## src/hw/rtl/mnpm_pkg.sv

```systemverilog
`default_nettype none
// ----------------------------------------------------------------------------
// MIDI note pair matcher package
// Shared widths, codes, record types and the command and status bundles that
// pass between the controller and the datapath.
// ----------------------------------------------------------------------------
package mnpm_pkg;

  // Table geometry
  localparam int OPEN_DEPTH = 16;
  localparam int KEY_COUNT  = 128;
  localparam int IDX_W      = $clog2(OPEN_DEPTH);
  localparam int CNT_W      = $clog2(OPEN_DEPTH + 1);

  // Field widths
  localparam int TICK_W  = 31;
  localparam int CHAN_W  = 4;
  localparam int KEY_W   = 7;
  localparam int VEL_W   = 7;
  localparam int VOL_W   = 8;
  localparam int TYPE_W  = 2;
  localparam int CTR_W   = 32;
  localparam int CFG_IDX_W  = 2;
  localparam int CFG_DATA_W = 31;

  localparam logic [KEY_W-1:0] KEY_MAX = KEY_W'(KEY_COUNT - 1);

  // Input command codes
  localparam logic CMD_EVENT = 1'b0;
  localparam logic CMD_CLOSE = 1'b1;

  // Event type codes; anything else is a non-note event
  localparam logic [TYPE_W-1:0] EV_NOTE_ON  = 2'd0;
  localparam logic [TYPE_W-1:0] EV_NOTE_OFF = 2'd1;

  // Result kinds
  localparam logic RK_NOTE    = 1'b0;
  localparam logic RK_SUMMARY = 1'b1;

  // Configuration register indexes
  localparam logic [CFG_IDX_W-1:0] REG_WINDOW_START = 2'd0;
  localparam logic [CFG_IDX_W-1:0] REG_VOLUME_MIN   = 2'd1;
  localparam logic [CFG_IDX_W-1:0] REG_VOLUME_MAX   = 2'd2;

  // Configuration reset values
  localparam logic [TICK_W-1:0] WINDOW_START_RST = '0;
  localparam logic [VOL_W-1:0]  VOLUME_MIN_RST   = 8'd0;
  localparam logic [VOL_W-1:0]  VOLUME_MAX_RST   = 8'd200;

  // One open note-on in the table
  typedef struct packed {
    logic [TICK_W-1:0] tick;
    logic [CHAN_W-1:0] chan;
    logic [KEY_W-1:0]  key;
    logic [VEL_W-1:0]  vel;
  } entry_t;

  // One result beat
  typedef struct packed {
    logic              result_kind;
    logic [TICK_W-1:0] out_length;
    logic [TICK_W-1:0] out_position;
    logic [KEY_W-1:0]  out_key;
    logic [VOL_W-1:0]  out_volume;
    logic              last_of_run;
    logic [CTR_W-1:0]  consumed_count;
    logic [CTR_W-1:0]  skipped_count;
    logic [CTR_W-1:0]  notes_made;
    logic [CTR_W-1:0]  open_unmatched;
    logic [CTR_W-1:0]  release_unmatched;
    logic [TICK_W-1:0] window_end_tick;
  } res_t;

  // Commands from the controller to the datapath
  typedef struct packed {
    logic capture;       // take the input beat
    logic event_step;    // counters, window end, insert, search
    logic rel_take;      // take the matched entry and close the gap
    logic rel_miss;      // count an unmatched release
    logic flush_init;    // latch the window end, restart the walk
    logic flush_take;    // take the next open entry of the walk
    logic emit_note;     // form a note in the output register
    logic emit_summary;  // form the summary and clear the window
  } dp_cmd_t;

  // Status from the datapath to the controller
  typedef struct packed {
    logic is_close;
    logic is_release;
    logic hit;
    logic flush_more;
    logic sel_last;
    logic out_free;
  } dp_stat_t;

endpackage
`default_nettype wire

```

## src/hw/rtl/mnpm_if.sv

```systemverilog
`default_nettype none
// ----------------------------------------------------------------------------
// MIDI note pair matcher channel interfaces
// Event input, result output and configuration write channels, each a
// valid/ready handshake with its payload.
// ----------------------------------------------------------------------------
interface mnpm_evt_if import mnpm_pkg::*; ();
  logic              valid;
  logic              ready;
  logic              command;
  logic [TYPE_W-1:0] event_type;
  logic [CHAN_W-1:0] midi_channel;
  logic [KEY_W-1:0]  event_key;
  logic [VEL_W-1:0]  event_velocity;
  logic [TICK_W-1:0] event_tick;

  modport source (output valid, command, event_type, midi_channel, event_key,
                  event_velocity, event_tick, input ready);
  modport sink   (input valid, command, event_type, midi_channel, event_key,
                  event_velocity, event_tick, output ready);
endinterface

interface mnpm_res_if import mnpm_pkg::*; ();
  logic              valid;
  logic              ready;
  logic              result_kind;
  logic [TICK_W-1:0] out_length;
  logic [TICK_W-1:0] out_position;
  logic [KEY_W-1:0]  out_key;
  logic [VOL_W-1:0]  out_volume;
  logic              last_of_run;
  logic [CTR_W-1:0]  consumed_count;
  logic [CTR_W-1:0]  skipped_count;
  logic [CTR_W-1:0]  notes_made;
  logic [CTR_W-1:0]  open_unmatched;
  logic [CTR_W-1:0]  release_unmatched;
  logic [TICK_W-1:0] window_end_tick;

  modport source (output valid, result_kind, out_length, out_position, out_key,
                  out_volume, last_of_run, consumed_count, skipped_count,
                  notes_made, open_unmatched, release_unmatched,
                  window_end_tick, input ready);
  modport sink   (input valid, result_kind, out_length, out_position, out_key,
                  out_volume, last_of_run, consumed_count, skipped_count,
                  notes_made, open_unmatched, release_unmatched,
                  window_end_tick, output ready);
endinterface

interface mnpm_cfg_if import mnpm_pkg::*; ();
  logic                  valid;
  logic                  ready;
  logic [CFG_IDX_W-1:0]  index;
  logic [CFG_DATA_W-1:0] data;

  modport source (output valid, index, data, input ready);
  modport sink   (input valid, index, data, output ready);
endinterface
`default_nettype wire

```

## src/hw/rtl/midi_note_pair_matcher_top.sv

```systemverilog
`default_nettype none
// ----------------------------------------------------------------------------
// MIDI note pair matcher
// Pairs note-ons with releases over one capture window and reports notes and
// a closing summary.
// ----------------------------------------------------------------------------
// An event beat is taken, then the table is updated, when it is a note-on with a
// velocity or a non-note event. A release that finds no open note is taken,
// updated and searched, then the miss is counted. A release that closes an
// open note is taken, updated and searched, the matched entry is read with
// the gap closed, and the note arithmetic goes into the output register,
// after which the input is ready again. A close beat is taken, the window end
// is latched, then one table read and one arithmetic step per open note run
// through the single read port, a last check that the walk is done follows,
// then the summary. The steps into the output register stall while a result
// waits unclaimed there; an item that yields no result goes ahead regardless.
// No clearing pass is needed after reset.
// Configuration writes are taken at any time and are meant to be made only
// while the block is idle.
module midi_note_pair_matcher_top import mnpm_pkg::*; (
  input  wire logic  clk_i,
  input  wire logic  rst_ni,
  mnpm_evt_if.sink   evt_i,
  mnpm_res_if.source res_o,
  mnpm_cfg_if.sink   cfg_i
);

  dp_cmd_t  cmd;
  dp_stat_t stat;
  logic     in_ready;

  assign evt_i.ready = in_ready;

  // Sequencer.
  mnpm_ctrl u_ctrl (
    .clk_i      (clk_i),
    .rst_ni     (rst_ni),
    .in_valid_i (evt_i.valid),
    .in_ready_o (in_ready),
    .stat_i     (stat),
    .cmd_o      (cmd)
  );

  // Table, counters and arithmetic.
  mnpm_dp u_dp (
    .clk_i  (clk_i),
    .rst_ni (rst_ni),
    .evt_i  (evt_i),
    .res_o  (res_o),
    .cfg_i  (cfg_i),
    .cmd_i  (cmd),
    .stat_o (stat)
  );

endmodule
`default_nettype wire

```

## src/hw/rtl/mnpm_ctrl.sv

```systemverilog
`default_nettype none
// ----------------------------------------------------------------------------
// MIDI note pair matcher controller
// Sequences each input beat through table update, release matching, the
// close-time walk over open notes and the output register.
// ----------------------------------------------------------------------------
module mnpm_ctrl import mnpm_pkg::*; (
  input  wire logic     clk_i,
  input  wire logic     rst_ni,
  input  wire logic     in_valid_i,
  output logic          in_ready_o,
  input  wire dp_stat_t stat_i,
  output dp_cmd_t       cmd_o
);

  localparam logic [2:0] S_IDLE = 3'd0;
  localparam logic [2:0] S_EXEC = 3'd1;
  localparam logic [2:0] S_REL  = 3'd2;
  localparam logic [2:0] S_FRD  = 3'd3;
  localparam logic [2:0] S_CALC = 3'd4;
  localparam logic [2:0] S_SUM  = 3'd5;

  logic [2:0] state_q, state_d;

  // Input is taken only between items.
  assign in_ready_o = (state_q == S_IDLE);

  // Next state and command decode.
  always_comb begin
    state_d = state_q;
    cmd_o   = '0;
    unique case (state_q)
      S_IDLE: begin
        if (in_valid_i) begin
          cmd_o.capture = 1'b1;
          state_d       = S_EXEC;
        end
      end
      S_EXEC: begin
        if (stat_i.is_close) begin
          cmd_o.flush_init = 1'b1;
          state_d          = S_FRD;
        end else begin
          cmd_o.event_step = 1'b1;
          state_d          = stat_i.is_release ? S_REL : S_IDLE;
        end
      end
      S_REL: begin
        if (stat_i.hit) begin
          cmd_o.rel_take = 1'b1;
          state_d        = S_CALC;
        end else begin
          cmd_o.rel_miss = 1'b1;
          state_d        = S_IDLE;
        end
      end
      S_FRD: begin
        if (stat_i.flush_more) begin
          cmd_o.flush_take = 1'b1;
          state_d          = S_CALC;
        end else begin
          state_d = S_SUM;
        end
      end
      S_CALC: begin
        if (stat_i.out_free) begin
          cmd_o.emit_note = 1'b1;
          state_d         = stat_i.sel_last ? S_IDLE : S_FRD;
        end
      end
      S_SUM: begin
        if (stat_i.out_free) begin
          cmd_o.emit_summary = 1'b1;
          state_d            = S_IDLE;
        end
      end
      default: begin
        state_d = S_IDLE;
      end
    endcase
  end

  // State register.
  always_ff @(posedge clk_i or negedge rst_ni) begin
    if (!rst_ni) begin
      state_q <= S_IDLE;
    end else begin
      state_q <= state_d;
    end
  end

endmodule
`default_nettype wire

```

## src/hw/rtl/mnpm_dp.sv

```systemverilog
`default_nettype none
// ----------------------------------------------------------------------------
// MIDI note pair matcher datapath
// Configuration registers, the age-ordered table of open note-ons, window
// counters, release search, note arithmetic and the output register.
// ----------------------------------------------------------------------------
module mnpm_dp import mnpm_pkg::*; (
  input  wire logic    clk_i,
  input  wire logic    rst_ni,
  mnpm_evt_if.sink     evt_i,
  mnpm_res_if.source   res_o,
  mnpm_cfg_if.sink     cfg_i,
  input  wire dp_cmd_t cmd_i,
  output dp_stat_t     stat_o
);

  // Saturating counter step.
  function automatic logic [CTR_W-1:0] sat_inc(input logic [CTR_W-1:0] c);
    sat_inc = (c == '1) ? c : c + 1'b1;
  endfunction

  // Configuration
  logic [TICK_W-1:0] win_start_q;
  logic [VOL_W-1:0]  vol_min_q, vol_max_q;

  // Captured input beat
  logic              cmd_q;
  logic [TYPE_W-1:0] type_q;
  logic [CHAN_W-1:0] chan_q;
  logic [KEY_W-1:0]  key_q;
  logic [VEL_W-1:0]  vel_q;
  logic [TICK_W-1:0] tick_q;

  // Table and window state
  entry_t            tab_q [OPEN_DEPTH];
  logic [CNT_W-1:0]  cnt_q;
  logic [TICK_W-1:0] max_tick_q;
  logic [CTR_W-1:0]  consumed_q, skipped_q, notes_q, open_unm_q, rel_unm_q;
  logic [TICK_W-1:0] end_q;
  logic [CNT_W-1:0]  walk_q;
  logic              hit_q;
  logic [IDX_W-1:0]  hit_idx_q;

  // Selected note awaiting arithmetic
  logic [TICK_W-1:0] sel_on_q, sel_off_q;
  logic [KEY_W-1:0]  sel_key_q;
  logic [VEL_W-1:0]  sel_vel_q;
  logic              sel_last_q;

  // Output register
  res_t res_q;
  logic res_valid_q;

  logic              full;
  logic              is_note;
  logic              is_press;
  logic              match_any;
  logic [IDX_W-1:0]  match_idx;
  logic [IDX_W-1:0]  rd_addr;
  entry_t            rd_entry;
  logic [TICK_W-1:0] win_end;
  logic              out_free;
  logic [TICK_W:0]   len_diff, pos_diff;
  logic [VOL_W-1:0]  vol_lo, vol_c;
  res_t              note_res;
  res_t              sum_res;

  assign cfg_i.ready = 1'b1;

  // Configuration writes; indexes beyond the list are ignored.
  always_ff @(posedge clk_i or negedge rst_ni) begin
    if (!rst_ni) begin
      win_start_q <= WINDOW_START_RST;
      vol_min_q   <= VOLUME_MIN_RST;
      vol_max_q   <= VOLUME_MAX_RST;
    end else if (cfg_i.valid) begin
      unique case (cfg_i.index)
        REG_WINDOW_START: win_start_q <= cfg_i.data;
        REG_VOLUME_MIN:   vol_min_q   <= cfg_i.data[VOL_W-1:0];
        REG_VOLUME_MAX:   vol_max_q   <= cfg_i.data[VOL_W-1:0];
        default: ;
      endcase
    end
  end

  // Decode of the captured beat.
  assign full     = (cnt_q == CNT_W'(OPEN_DEPTH));
  assign is_note  = (type_q == EV_NOTE_ON) || (type_q == EV_NOTE_OFF);
  assign is_press = (type_q == EV_NOTE_ON) && (vel_q != '0);
  assign win_end  = (max_tick_q > win_start_q) ? max_tick_q : win_start_q;
  assign out_free = !res_valid_q || res_o.ready;

  // Release search: the oldest valid entry with the same channel and key.
  always_comb begin
    match_any = 1'b0;
    match_idx = '0;
    for (int i = OPEN_DEPTH - 1; i >= 0; i--) begin
      if ((CNT_W'(i) < cnt_q) && (tab_q[i].chan == chan_q) &&
          (tab_q[i].key == key_q)) begin
        match_any = 1'b1;
        match_idx = IDX_W'(i);
      end
    end
  end

  // Single table read port: matched entry or the walk position.
  assign rd_addr  = cmd_i.rel_take ? hit_idx_q : walk_q[IDX_W-1:0];
  assign rd_entry = tab_q[rd_addr];

  // Note arithmetic: length at least one, position clamped at zero,
  // key clamped to range, volume raised to the minimum then lowered to the
  // maximum.
  assign len_diff = {1'b0, sel_off_q} - {1'b0, sel_on_q};
  assign pos_diff = {1'b0, sel_on_q} - {1'b0, win_start_q};
  assign vol_lo   = ({1'b0, sel_vel_q} < vol_min_q) ? vol_min_q : {1'b0, sel_vel_q};
  assign vol_c    = (vol_lo > vol_max_q) ? vol_max_q : vol_lo;

  always_comb begin
    note_res              = '0;
    note_res.result_kind  = RK_NOTE;
    note_res.out_length   = (len_diff[TICK_W] || (len_diff == '0)) ?
                            TICK_W'(1) : len_diff[TICK_W-1:0];
    note_res.out_position = pos_diff[TICK_W] ? '0 : pos_diff[TICK_W-1:0];
    note_res.out_key      = (sel_key_q > KEY_MAX) ? KEY_MAX : sel_key_q;
    note_res.out_volume   = vol_c;
    note_res.last_of_run  = sel_last_q;
  end

  // Summary beat of the closing window.
  always_comb begin
    sum_res                   = '0;
    sum_res.result_kind       = RK_SUMMARY;
    sum_res.last_of_run       = 1'b1;
    sum_res.consumed_count    = consumed_q;
    sum_res.skipped_count     = skipped_q;
    sum_res.notes_made        = notes_q;
    sum_res.open_unmatched    = open_unm_q;
    sum_res.release_unmatched = rel_unm_q;
    sum_res.window_end_tick   = end_q;
  end

  // Payload registers: captured beat, table contents, selected note.
  always_ff @(posedge clk_i) begin
    if (cmd_i.capture) begin
      cmd_q  <= evt_i.command;
      type_q <= evt_i.event_type;
      chan_q <= evt_i.midi_channel;
      key_q  <= evt_i.event_key;
      vel_q  <= evt_i.event_velocity;
      tick_q <= evt_i.event_tick;
    end
    if (cmd_i.event_step && is_press && !full) begin
      tab_q[cnt_q[IDX_W-1:0]] <= '{tick: tick_q, chan: chan_q, key: key_q, vel: vel_q};
    end
    if (cmd_i.rel_take) begin
      for (int i = 0; i < OPEN_DEPTH - 1; i++) begin
        if (IDX_W'(i) >= hit_idx_q) begin
          tab_q[i] <= tab_q[i + 1];
        end
      end
    end
    if (cmd_i.event_step) begin
      hit_idx_q <= match_idx;
    end
    if (cmd_i.flush_init) begin
      end_q <= win_end;
    end
    if (cmd_i.rel_take || cmd_i.flush_take) begin
      sel_on_q   <= rd_entry.tick;
      sel_key_q  <= rd_entry.key;
      sel_vel_q  <= rd_entry.vel;
      sel_off_q  <= cmd_i.rel_take ? tick_q : end_q;
    end
    if (cmd_i.emit_note) begin
      res_q <= note_res;
    end else if (cmd_i.emit_summary) begin
      res_q <= sum_res;
    end
  end

  // Window state and control flags.
  always_ff @(posedge clk_i or negedge rst_ni) begin
    if (!rst_ni) begin
      cnt_q       <= '0;
      max_tick_q  <= '0;
      consumed_q  <= '0;
      skipped_q   <= '0;
      notes_q     <= '0;
      open_unm_q  <= '0;
      rel_unm_q   <= '0;
      walk_q      <= '0;
      hit_q       <= 1'b0;
      sel_last_q  <= 1'b0;
      res_valid_q <= 1'b0;
    end else begin
      if (cmd_i.event_step) begin
        consumed_q <= sat_inc(consumed_q);
        hit_q      <= match_any;
        if (!is_note) begin
          skipped_q <= sat_inc(skipped_q);
        end else begin
          if (tick_q > max_tick_q) begin
            max_tick_q <= tick_q;
          end
          if (is_press) begin
            if (full) begin
              skipped_q <= sat_inc(skipped_q);
            end else begin
              cnt_q <= cnt_q + 1'b1;
            end
          end
        end
      end
      if (cmd_i.rel_miss) begin
        rel_unm_q <= sat_inc(rel_unm_q);
      end
      if (cmd_i.rel_take) begin
        cnt_q      <= cnt_q - 1'b1;
        notes_q    <= sat_inc(notes_q);
        sel_last_q <= 1'b1;
      end
      if (cmd_i.flush_init) begin
        walk_q <= '0;
      end
      if (cmd_i.flush_take) begin
        walk_q     <= walk_q + 1'b1;
        notes_q    <= sat_inc(notes_q);
        open_unm_q <= sat_inc(open_unm_q);
        sel_last_q <= 1'b0;
      end
      if (cmd_i.emit_summary) begin
        cnt_q      <= '0;
        max_tick_q <= '0;
        consumed_q <= '0;
        skipped_q  <= '0;
        notes_q    <= '0;
        open_unm_q <= '0;
        rel_unm_q  <= '0;
      end
      if (cmd_i.emit_note || cmd_i.emit_summary) begin
        res_valid_q <= 1'b1;
      end else if (res_o.ready) begin
        res_valid_q <= 1'b0;
      end
    end
  end

  // Status back to the controller.
  always_comb begin
    stat_o            = '0;
    stat_o.is_close   = (cmd_q == CMD_CLOSE);
    stat_o.is_release = is_note && !is_press;
    stat_o.hit        = hit_q;
    stat_o.flush_more = (walk_q < cnt_q);
    stat_o.sel_last   = sel_last_q;
    stat_o.out_free   = out_free;
  end

  // Output beat.
  assign res_o.valid             = res_valid_q;
  assign res_o.result_kind       = res_q.result_kind;
  assign res_o.out_length        = res_q.out_length;
  assign res_o.out_position      = res_q.out_position;
  assign res_o.out_key           = res_q.out_key;
  assign res_o.out_volume        = res_q.out_volume;
  assign res_o.last_of_run       = res_q.last_of_run;
  assign res_o.consumed_count    = res_q.consumed_count;
  assign res_o.skipped_count     = res_q.skipped_count;
  assign res_o.notes_made        = res_q.notes_made;
  assign res_o.open_unmatched    = res_q.open_unmatched;
  assign res_o.release_unmatched = res_q.release_unmatched;
  assign res_o.window_end_tick   = res_q.window_end_tick;

  // The table fill never exceeds its depth.
  a_cnt_bound: assert property (@(posedge clk_i) disable iff (!rst_ni)
    cnt_q <= CNT_W'(OPEN_DEPTH))
    else $error("open table count beyond depth");

  // A matched entry is taken only after a successful search.
  a_take_hit: assert property (@(posedge clk_i) disable iff (!rst_ni)
    cmd_i.rel_take |-> (hit_q && (cnt_q != '0)))
    else $error("release taken without a match");

  // A new result never overwrites one still waiting.
  a_no_overwrite: assert property (@(posedge clk_i) disable iff (!rst_ni)
    (cmd_i.emit_note || cmd_i.emit_summary) |-> (!res_valid_q || res_o.ready))
    else $error("result register overwritten");

  // The summary leaves an empty window behind.
  a_sum_clears: assert property (@(posedge clk_i) disable iff (!rst_ni)
    cmd_i.emit_summary |=> ((cnt_q == '0) && (notes_q == '0)))
    else $error("window not cleared after summary");

endmodule
`default_nettype wire
```

## src/flat_wrapper.sv

```systemverilog
// flat-port wrapper written by rule: the top's interface ports become plain ports
module midi_note_pair_matcher_top_flat import mnpm_pkg::*;
  (clk_i, rst_ni, evt_i_valid, evt_i_command, evt_i_event_type, evt_i_midi_channel, evt_i_event_key, evt_i_event_velocity, evt_i_event_tick, evt_i_ready, res_o_valid, res_o_result_kind, res_o_out_length, res_o_out_position, res_o_out_key, res_o_out_volume, res_o_last_of_run, res_o_consumed_count, res_o_skipped_count, res_o_notes_made, res_o_open_unmatched, res_o_release_unmatched, res_o_window_end_tick, res_o_ready, cfg_i_valid, cfg_i_index, cfg_i_data, cfg_i_ready);
  mnpm_evt_if evt_i_i ();
  mnpm_res_if res_o_i ();
  mnpm_cfg_if cfg_i_i ();
  input  wire logic clk_i;
  input  wire logic rst_ni;
  input wire logic [$bits(evt_i_i.valid)-1:0] evt_i_valid;
  input wire logic [$bits(evt_i_i.command)-1:0] evt_i_command;
  input wire logic [$bits(evt_i_i.event_type)-1:0] evt_i_event_type;
  input wire logic [$bits(evt_i_i.midi_channel)-1:0] evt_i_midi_channel;
  input wire logic [$bits(evt_i_i.event_key)-1:0] evt_i_event_key;
  input wire logic [$bits(evt_i_i.event_velocity)-1:0] evt_i_event_velocity;
  input wire logic [$bits(evt_i_i.event_tick)-1:0] evt_i_event_tick;
  output wire logic [$bits(evt_i_i.ready)-1:0] evt_i_ready;
  output wire logic [$bits(res_o_i.valid)-1:0] res_o_valid;
  output wire logic [$bits(res_o_i.result_kind)-1:0] res_o_result_kind;
  output wire logic [$bits(res_o_i.out_length)-1:0] res_o_out_length;
  output wire logic [$bits(res_o_i.out_position)-1:0] res_o_out_position;
  output wire logic [$bits(res_o_i.out_key)-1:0] res_o_out_key;
  output wire logic [$bits(res_o_i.out_volume)-1:0] res_o_out_volume;
  output wire logic [$bits(res_o_i.last_of_run)-1:0] res_o_last_of_run;
  output wire logic [$bits(res_o_i.consumed_count)-1:0] res_o_consumed_count;
  output wire logic [$bits(res_o_i.skipped_count)-1:0] res_o_skipped_count;
  output wire logic [$bits(res_o_i.notes_made)-1:0] res_o_notes_made;
  output wire logic [$bits(res_o_i.open_unmatched)-1:0] res_o_open_unmatched;
  output wire logic [$bits(res_o_i.release_unmatched)-1:0] res_o_release_unmatched;
  output wire logic [$bits(res_o_i.window_end_tick)-1:0] res_o_window_end_tick;
  input wire logic [$bits(res_o_i.ready)-1:0] res_o_ready;
  input wire logic [$bits(cfg_i_i.valid)-1:0] cfg_i_valid;
  input wire logic [$bits(cfg_i_i.index)-1:0] cfg_i_index;
  input wire logic [$bits(cfg_i_i.data)-1:0] cfg_i_data;
  output wire logic [$bits(cfg_i_i.ready)-1:0] cfg_i_ready;
  assign evt_i_i.valid = evt_i_valid;
  assign evt_i_i.command = evt_i_command;
  assign evt_i_i.event_type = evt_i_event_type;
  assign evt_i_i.midi_channel = evt_i_midi_channel;
  assign evt_i_i.event_key = evt_i_event_key;
  assign evt_i_i.event_velocity = evt_i_event_velocity;
  assign evt_i_i.event_tick = evt_i_event_tick;
  assign evt_i_ready = evt_i_i.ready;
  assign res_o_valid = res_o_i.valid;
  assign res_o_result_kind = res_o_i.result_kind;
  assign res_o_out_length = res_o_i.out_length;
  assign res_o_out_position = res_o_i.out_position;
  assign res_o_out_key = res_o_i.out_key;
  assign res_o_out_volume = res_o_i.out_volume;
  assign res_o_last_of_run = res_o_i.last_of_run;
  assign res_o_consumed_count = res_o_i.consumed_count;
  assign res_o_skipped_count = res_o_i.skipped_count;
  assign res_o_notes_made = res_o_i.notes_made;
  assign res_o_open_unmatched = res_o_i.open_unmatched;
  assign res_o_release_unmatched = res_o_i.release_unmatched;
  assign res_o_window_end_tick = res_o_i.window_end_tick;
  assign res_o_i.ready = res_o_ready;
  assign cfg_i_i.valid = cfg_i_valid;
  assign cfg_i_i.index = cfg_i_index;
  assign cfg_i_i.data = cfg_i_data;
  assign cfg_i_ready = cfg_i_i.ready;
  midi_note_pair_matcher_top u_core (.clk_i(clk_i), .rst_ni(rst_ni), .evt_i(evt_i_i), .res_o(res_o_i), .cfg_i(cfg_i_i));
endmodule
```

## config.mk

```make
export PLATFORM = sky130hd
export DESIGN_NAME = midi_note_pair_matcher_top_flat
export DESIGN_NICKNAME = d
export VERILOG_FILES = /design/src/hw/rtl/mnpm_pkg.sv /design/src/hw/rtl/mnpm_if.sv /design/src/hw/rtl/midi_note_pair_matcher_top.sv /design/src/hw/rtl/mnpm_ctrl.sv /design/src/hw/rtl/mnpm_dp.sv /design/src/flat_wrapper.sv
export SDC_FILE = /design/constraint.sdc
export NUM_CORES = 2
export LEC_CHECK = 0
export CAP_MARGIN = 20
export CELL_PAD_IN_SITES_DETAIL_PLACEMENT = 1
export CELL_PAD_IN_SITES_GLOBAL_PLACEMENT = 2
export CORE_ASPECT_RATIO = 1.1
export CORE_MARGIN = 2
export CORE_UTILIZATION = 40
export CTS_CLUSTER_DIAMETER = 150
export CTS_CLUSTER_SIZE = 8
export DETAILED_ROUTE_END_ITERATION = 10
export DONT_BUFFER_PORTS = 1
export GPL_ROUTABILITY_DRIVEN = 0
export GPL_TIMING_DRIVEN = 1
export PLACE_DENSITY_LB_ADDON = 0.2
export SLEW_MARGIN = 15
export SYNTH_ARGS = -nofsm -noshare
export SYNTH_HDL_FRONTEND = slang
export SYNTH_SLANG_ARGS = --single-unit
```

## constraint.sdc

```tcl
create_clock -name clk_i -period 5.2 [get_ports clk_i]
set_clock_uncertainty 0.15 [all_clocks]
set_input_delay 1.3 -clock clk_i [delete_from_list [all_inputs] [get_ports clk_i]]
set_output_delay 1.3 -clock clk_i [all_outputs]
set_load 0.01 [all_outputs]
```

==> key figures <==
Outcome
  – Run status: completed

Clocking
  – Maximum clock path buffer count: 3
  – Worst-Skew Late Latency: roughly 0.87 ns
  – CTS buffer count: between 200 and 250
  – Post-cts resize count: 0
  – Postcts setup bufs: 0
  – H-tree lvl count: 4
  – Clk slew on worst S/H paths: around 0.060 ns
  – CTS tree: done
  – Num Clock Sinks: 1471
  – Root Buffer: clkbuf_16

Timing
  – Final Hold Viols: 0
  – Slew @ Worst Pin: roughly 1.3 ns
  – Final setup violation count: 0
  – F_max: 215.9 MHz
  – Tcrit/Tclk final: 0.8908
  – WHS: between 0.1 and 0.15 ns
  – Post-layout min period: approximately 4.6 ns
  – Pins Over Slew Limit: 0
  – Final setup margin: between 0.5 and 0.6 ns
  – RSZ-0062 raised after global routing: no
  – Max transition margin: 0.1256
  – TNS Setup: 0 ns

Global route
  – GRT Overall Usage: 0.2552
  – Grt ovf: 0
  – Largest net degree at the start of global routing: approximately 220
  – First-pass GRT wire length: about 360000 um
  – Vias in the first global route: around 53k
  – Antenna violations before repair: 26

Routing
  – DRT iter0 DRCs: approximately 3.6k
  – # DRC: 0
  – Routed vias/inst: just under 6
  – Wire per inst: approximately 29 um
  – DRT Pass-1 Iters: 5
  – Via total after detailed routing: around 50k
  – Final ANT Viol Nets: 0
  – DRT Wirelength: approximately 250000 um

Synth
  – Flops & latches, synth: between 1k and 1.5k
  – Sequential share of the synthesized area: 0.5490
  – Synth Flop Type: edfxtp_1
  – Most frequent cell after synthesis: edfxtp_1
  – Synth cell types: a little under 100
  – Yosys Warn Count: 0
  – Mapped Area: 0.07464 sq mm
  – Cell count after synthesis: 6077
  – Synth top area cells: edfxtp_1 (41%), mux2_2 (12%), dfrtp_1 (8.4%)
  – Post-synth ARST share: 0.1727
  – Dominant cell type by area after synthesis: edfxtp_1
  – Syn_nets: around 6.3k
  – Synth cell count leaders: edfxtp_1 (1025), mux2_2 (778), nand2_1 (773), nand3_1 (337), nor2_1 (302)
  – Syn avg cell area: 12.28 sq um
  – EDFF count, synth: 1025
  – Top-area cell type share of the netlist area: 0.4124

Pwr
  – LEAKAGE: just over 30 nW
  – Worst VDD drop: between 400 and 500 uV
  – Cell Pwr Density: around 530 mW/mm^2
  – Pwr Total: 44.65 mW

Min path
  – HP Class: in -> async

Critical path
  – CP dominant cell by count: a21o_1
  – WP buf/inv: 2
  – Crit path from: u_core.u_dp.vol_min_q[1]
  – CP max stage delay: ~0.38 ns
  – Setup crit end kind: flop
  – Critical path class: reg -> reg
  – Crit path cell chain: inv_1 > ha_1 > a21o_1 > a21o_1 > a21o_1 > a21o_1 > a21o_1 > a21oi_1 > buf_4 > nor2_1 > mux2_2 > ha_1 > nor2b_1 > o21a_1 > o21ai_0 > nand2b_1 > a21oi_1 > o21a_1 > or2_2 > o211a_1 > nor3_1
  – FF-to-FF Start: u_core.u_dp.vol_min_q[1]
  – Delay-heaviest family, CP: compound AO/OA/AOI/OAI gates
  – CP max FO: 15
  – Critical-path top delay cell: dfrtp_1
  – Data arrival, critical path: slightly above 5 ns
  – CP Launch Type: flop
  – Req. time, crit path: approximately 5.6 ns

Placed design
  – Pre-CTS setup slack: 0.5829 ns
  – DPL Wire Length: about 160000 um
  – PortBufs: 0

Die
  – FP Rows: 166
  – Core ar.: 0.1857 sq mm
  – Top Ports: ~360
  – Die area: ~0.19 sq mm
  – Chip width: slightly above 400 um
  – Initial core utilization: 0.4020
  – Die Y: approximately 460 um

Final layout
  – Share of post-route cells with drive strength above 1: 0.2304
  – Nets@finish: approximately 6.3k
  – Fill cells: 19.02k
  – Layout area overhead: 12.17%

Job
  – MaxCap Viol Count: 0
==> power breakdown <==
group / total (mW) / internal [mW] / switching (mW)
Sequential: 18.2 / 15.6 / 2.63
Combinational: 14.0 / 5.61 / 8.42
Clock: 12.4 / 7.17 / 5.22
Total: 44.6 / 28.4 / 16.3
==> final cells by class <==
class,instances,area [sq um],area share
clock buffers,312,5510,0.06581
flip-flops and latches,1471,40990,0.4895
diodes,4,10.01,0.0001195
multi-input cells,4026,31780,0.3795
clock inverters,12,190.2,0.002271
well taps,2436,3048,0.03640
repair buffers,145,1567,0.01871
inverters,168,638.1,0.007621
==> metrics by stage <==
stage          utilization  area [sq um]  std cells
3_3_place_gp        0.4197         77930       8241
3_5_place_dp        0.4200         77990       8245
2_1_floorplan            -         74640       6077
6_report            0.4509         83730       8574
5_1_grt             0.4509         83720       8572
4_1_cts             0.4509         83720       8570
==> placed cells by master (no fill, tap or decap), types with 10 or more instances in the layout <==
master and n:
a211oi_1 57, a21o_1 59, a21oi_1 105, a311o_1 32, a31oi_1 58, and2_1 72
and3_1 46, and4_1 21, buf_12 35, buf_4 108, clkbuf_1 108, clkbuf_16 204
dfrtp_1 250, dfxtp_1 192, edfxtp_1 1025, ha_1 153, inv_1 166, mux2_2 778
mux2i_1 10, mux4_1 10, mux4_2 171, nand2_1 768, nand2b_1 20, nand3_1 335
nand4_1 82, nor2_1 298, nor2b_1 19, nor3_1 71, nor4_1 88, o211ai_1 41
o21a_1 15, o21ai_0 136, o21ai_4 10, o31ai_1 10, or3_1 31, xnor2_1 172
xor2_1 165
==> routing by layer <==
layer	GRT usage	wire, um	share of wire
met1	0.3292	104000	0.42
met2	0.4411	122700	0.50
met3	0.03677	11430	0.047
met4	0.08078	7388	0.030
met5	0	13	0.000053
==> flip-flops by register name, summed over array words and instances, names as in the netlist, 32 cells and up <==
register                             flops
u_core.u_dp.skipped_q                   32
u_core.u_dp.tab_q                      784
u_core.u_dp.res_o.release_unmatched     32
u_core.u_dp.open_unm_q                  32
u_core.u_dp.consumed_q                  32
u_core.u_dp.rel_unm_q                   32
u_core.u_dp.res_o.consumed_count        32
u_core.u_dp.res_o.open_unmatched        32
u_core.u_dp.notes_q                     32
u_core.u_dp.res_o.notes_made            32
u_core.u_dp.res_o.skipped_count         32
==> worst paths after layout <==
path,to,slack (ns),cells after the start
setup / recovery,u_core.u_dp.res_o.out_volume[4],0.57,21
setup reg to reg,u_core.u_dp.res_o.out_volume[4],0.57,21
hold reg to reg,u_core.u_dp.res_o.open_unmatched[13],0.33,2
max in group asynchronous,u_core.u_ctrl.state_q[0],3.71,0
hold / removal,u_core.u_dp.max_tick_q[13],0.10,0
min in group clk_i,u_core.u_dp.res_o.open_unmatched[13],0.33,2
==> kinds of logic (layout without fill, tap and decap cells) <==
group / count (synthesis) / after routing / share of synthesized area
and+or+nand+nor: 1923 / 1923 / 0.1210
buffers and inverters: 580 / 637 / 0.03163
AOI/OAI and AO/OA: 637 / 637 / 0.05813
DFF: 1471 / 1471 / 0.5490
muxes: 973 / 973 / 0.1744
xor gates and xnor gates: 337 / 337 / 0.03954
adders and majority gates: 155 / 155 / 0.02618
other: 1 / 5 / 0.00005024
==> repair_timing <==
item                                   CTS  global route
hold buffers                             1             0
endpoints found under the hold margin   39             0
setup endpoints to repair                0             0
No activity file was read; power rests on OpenSTA's default activity.
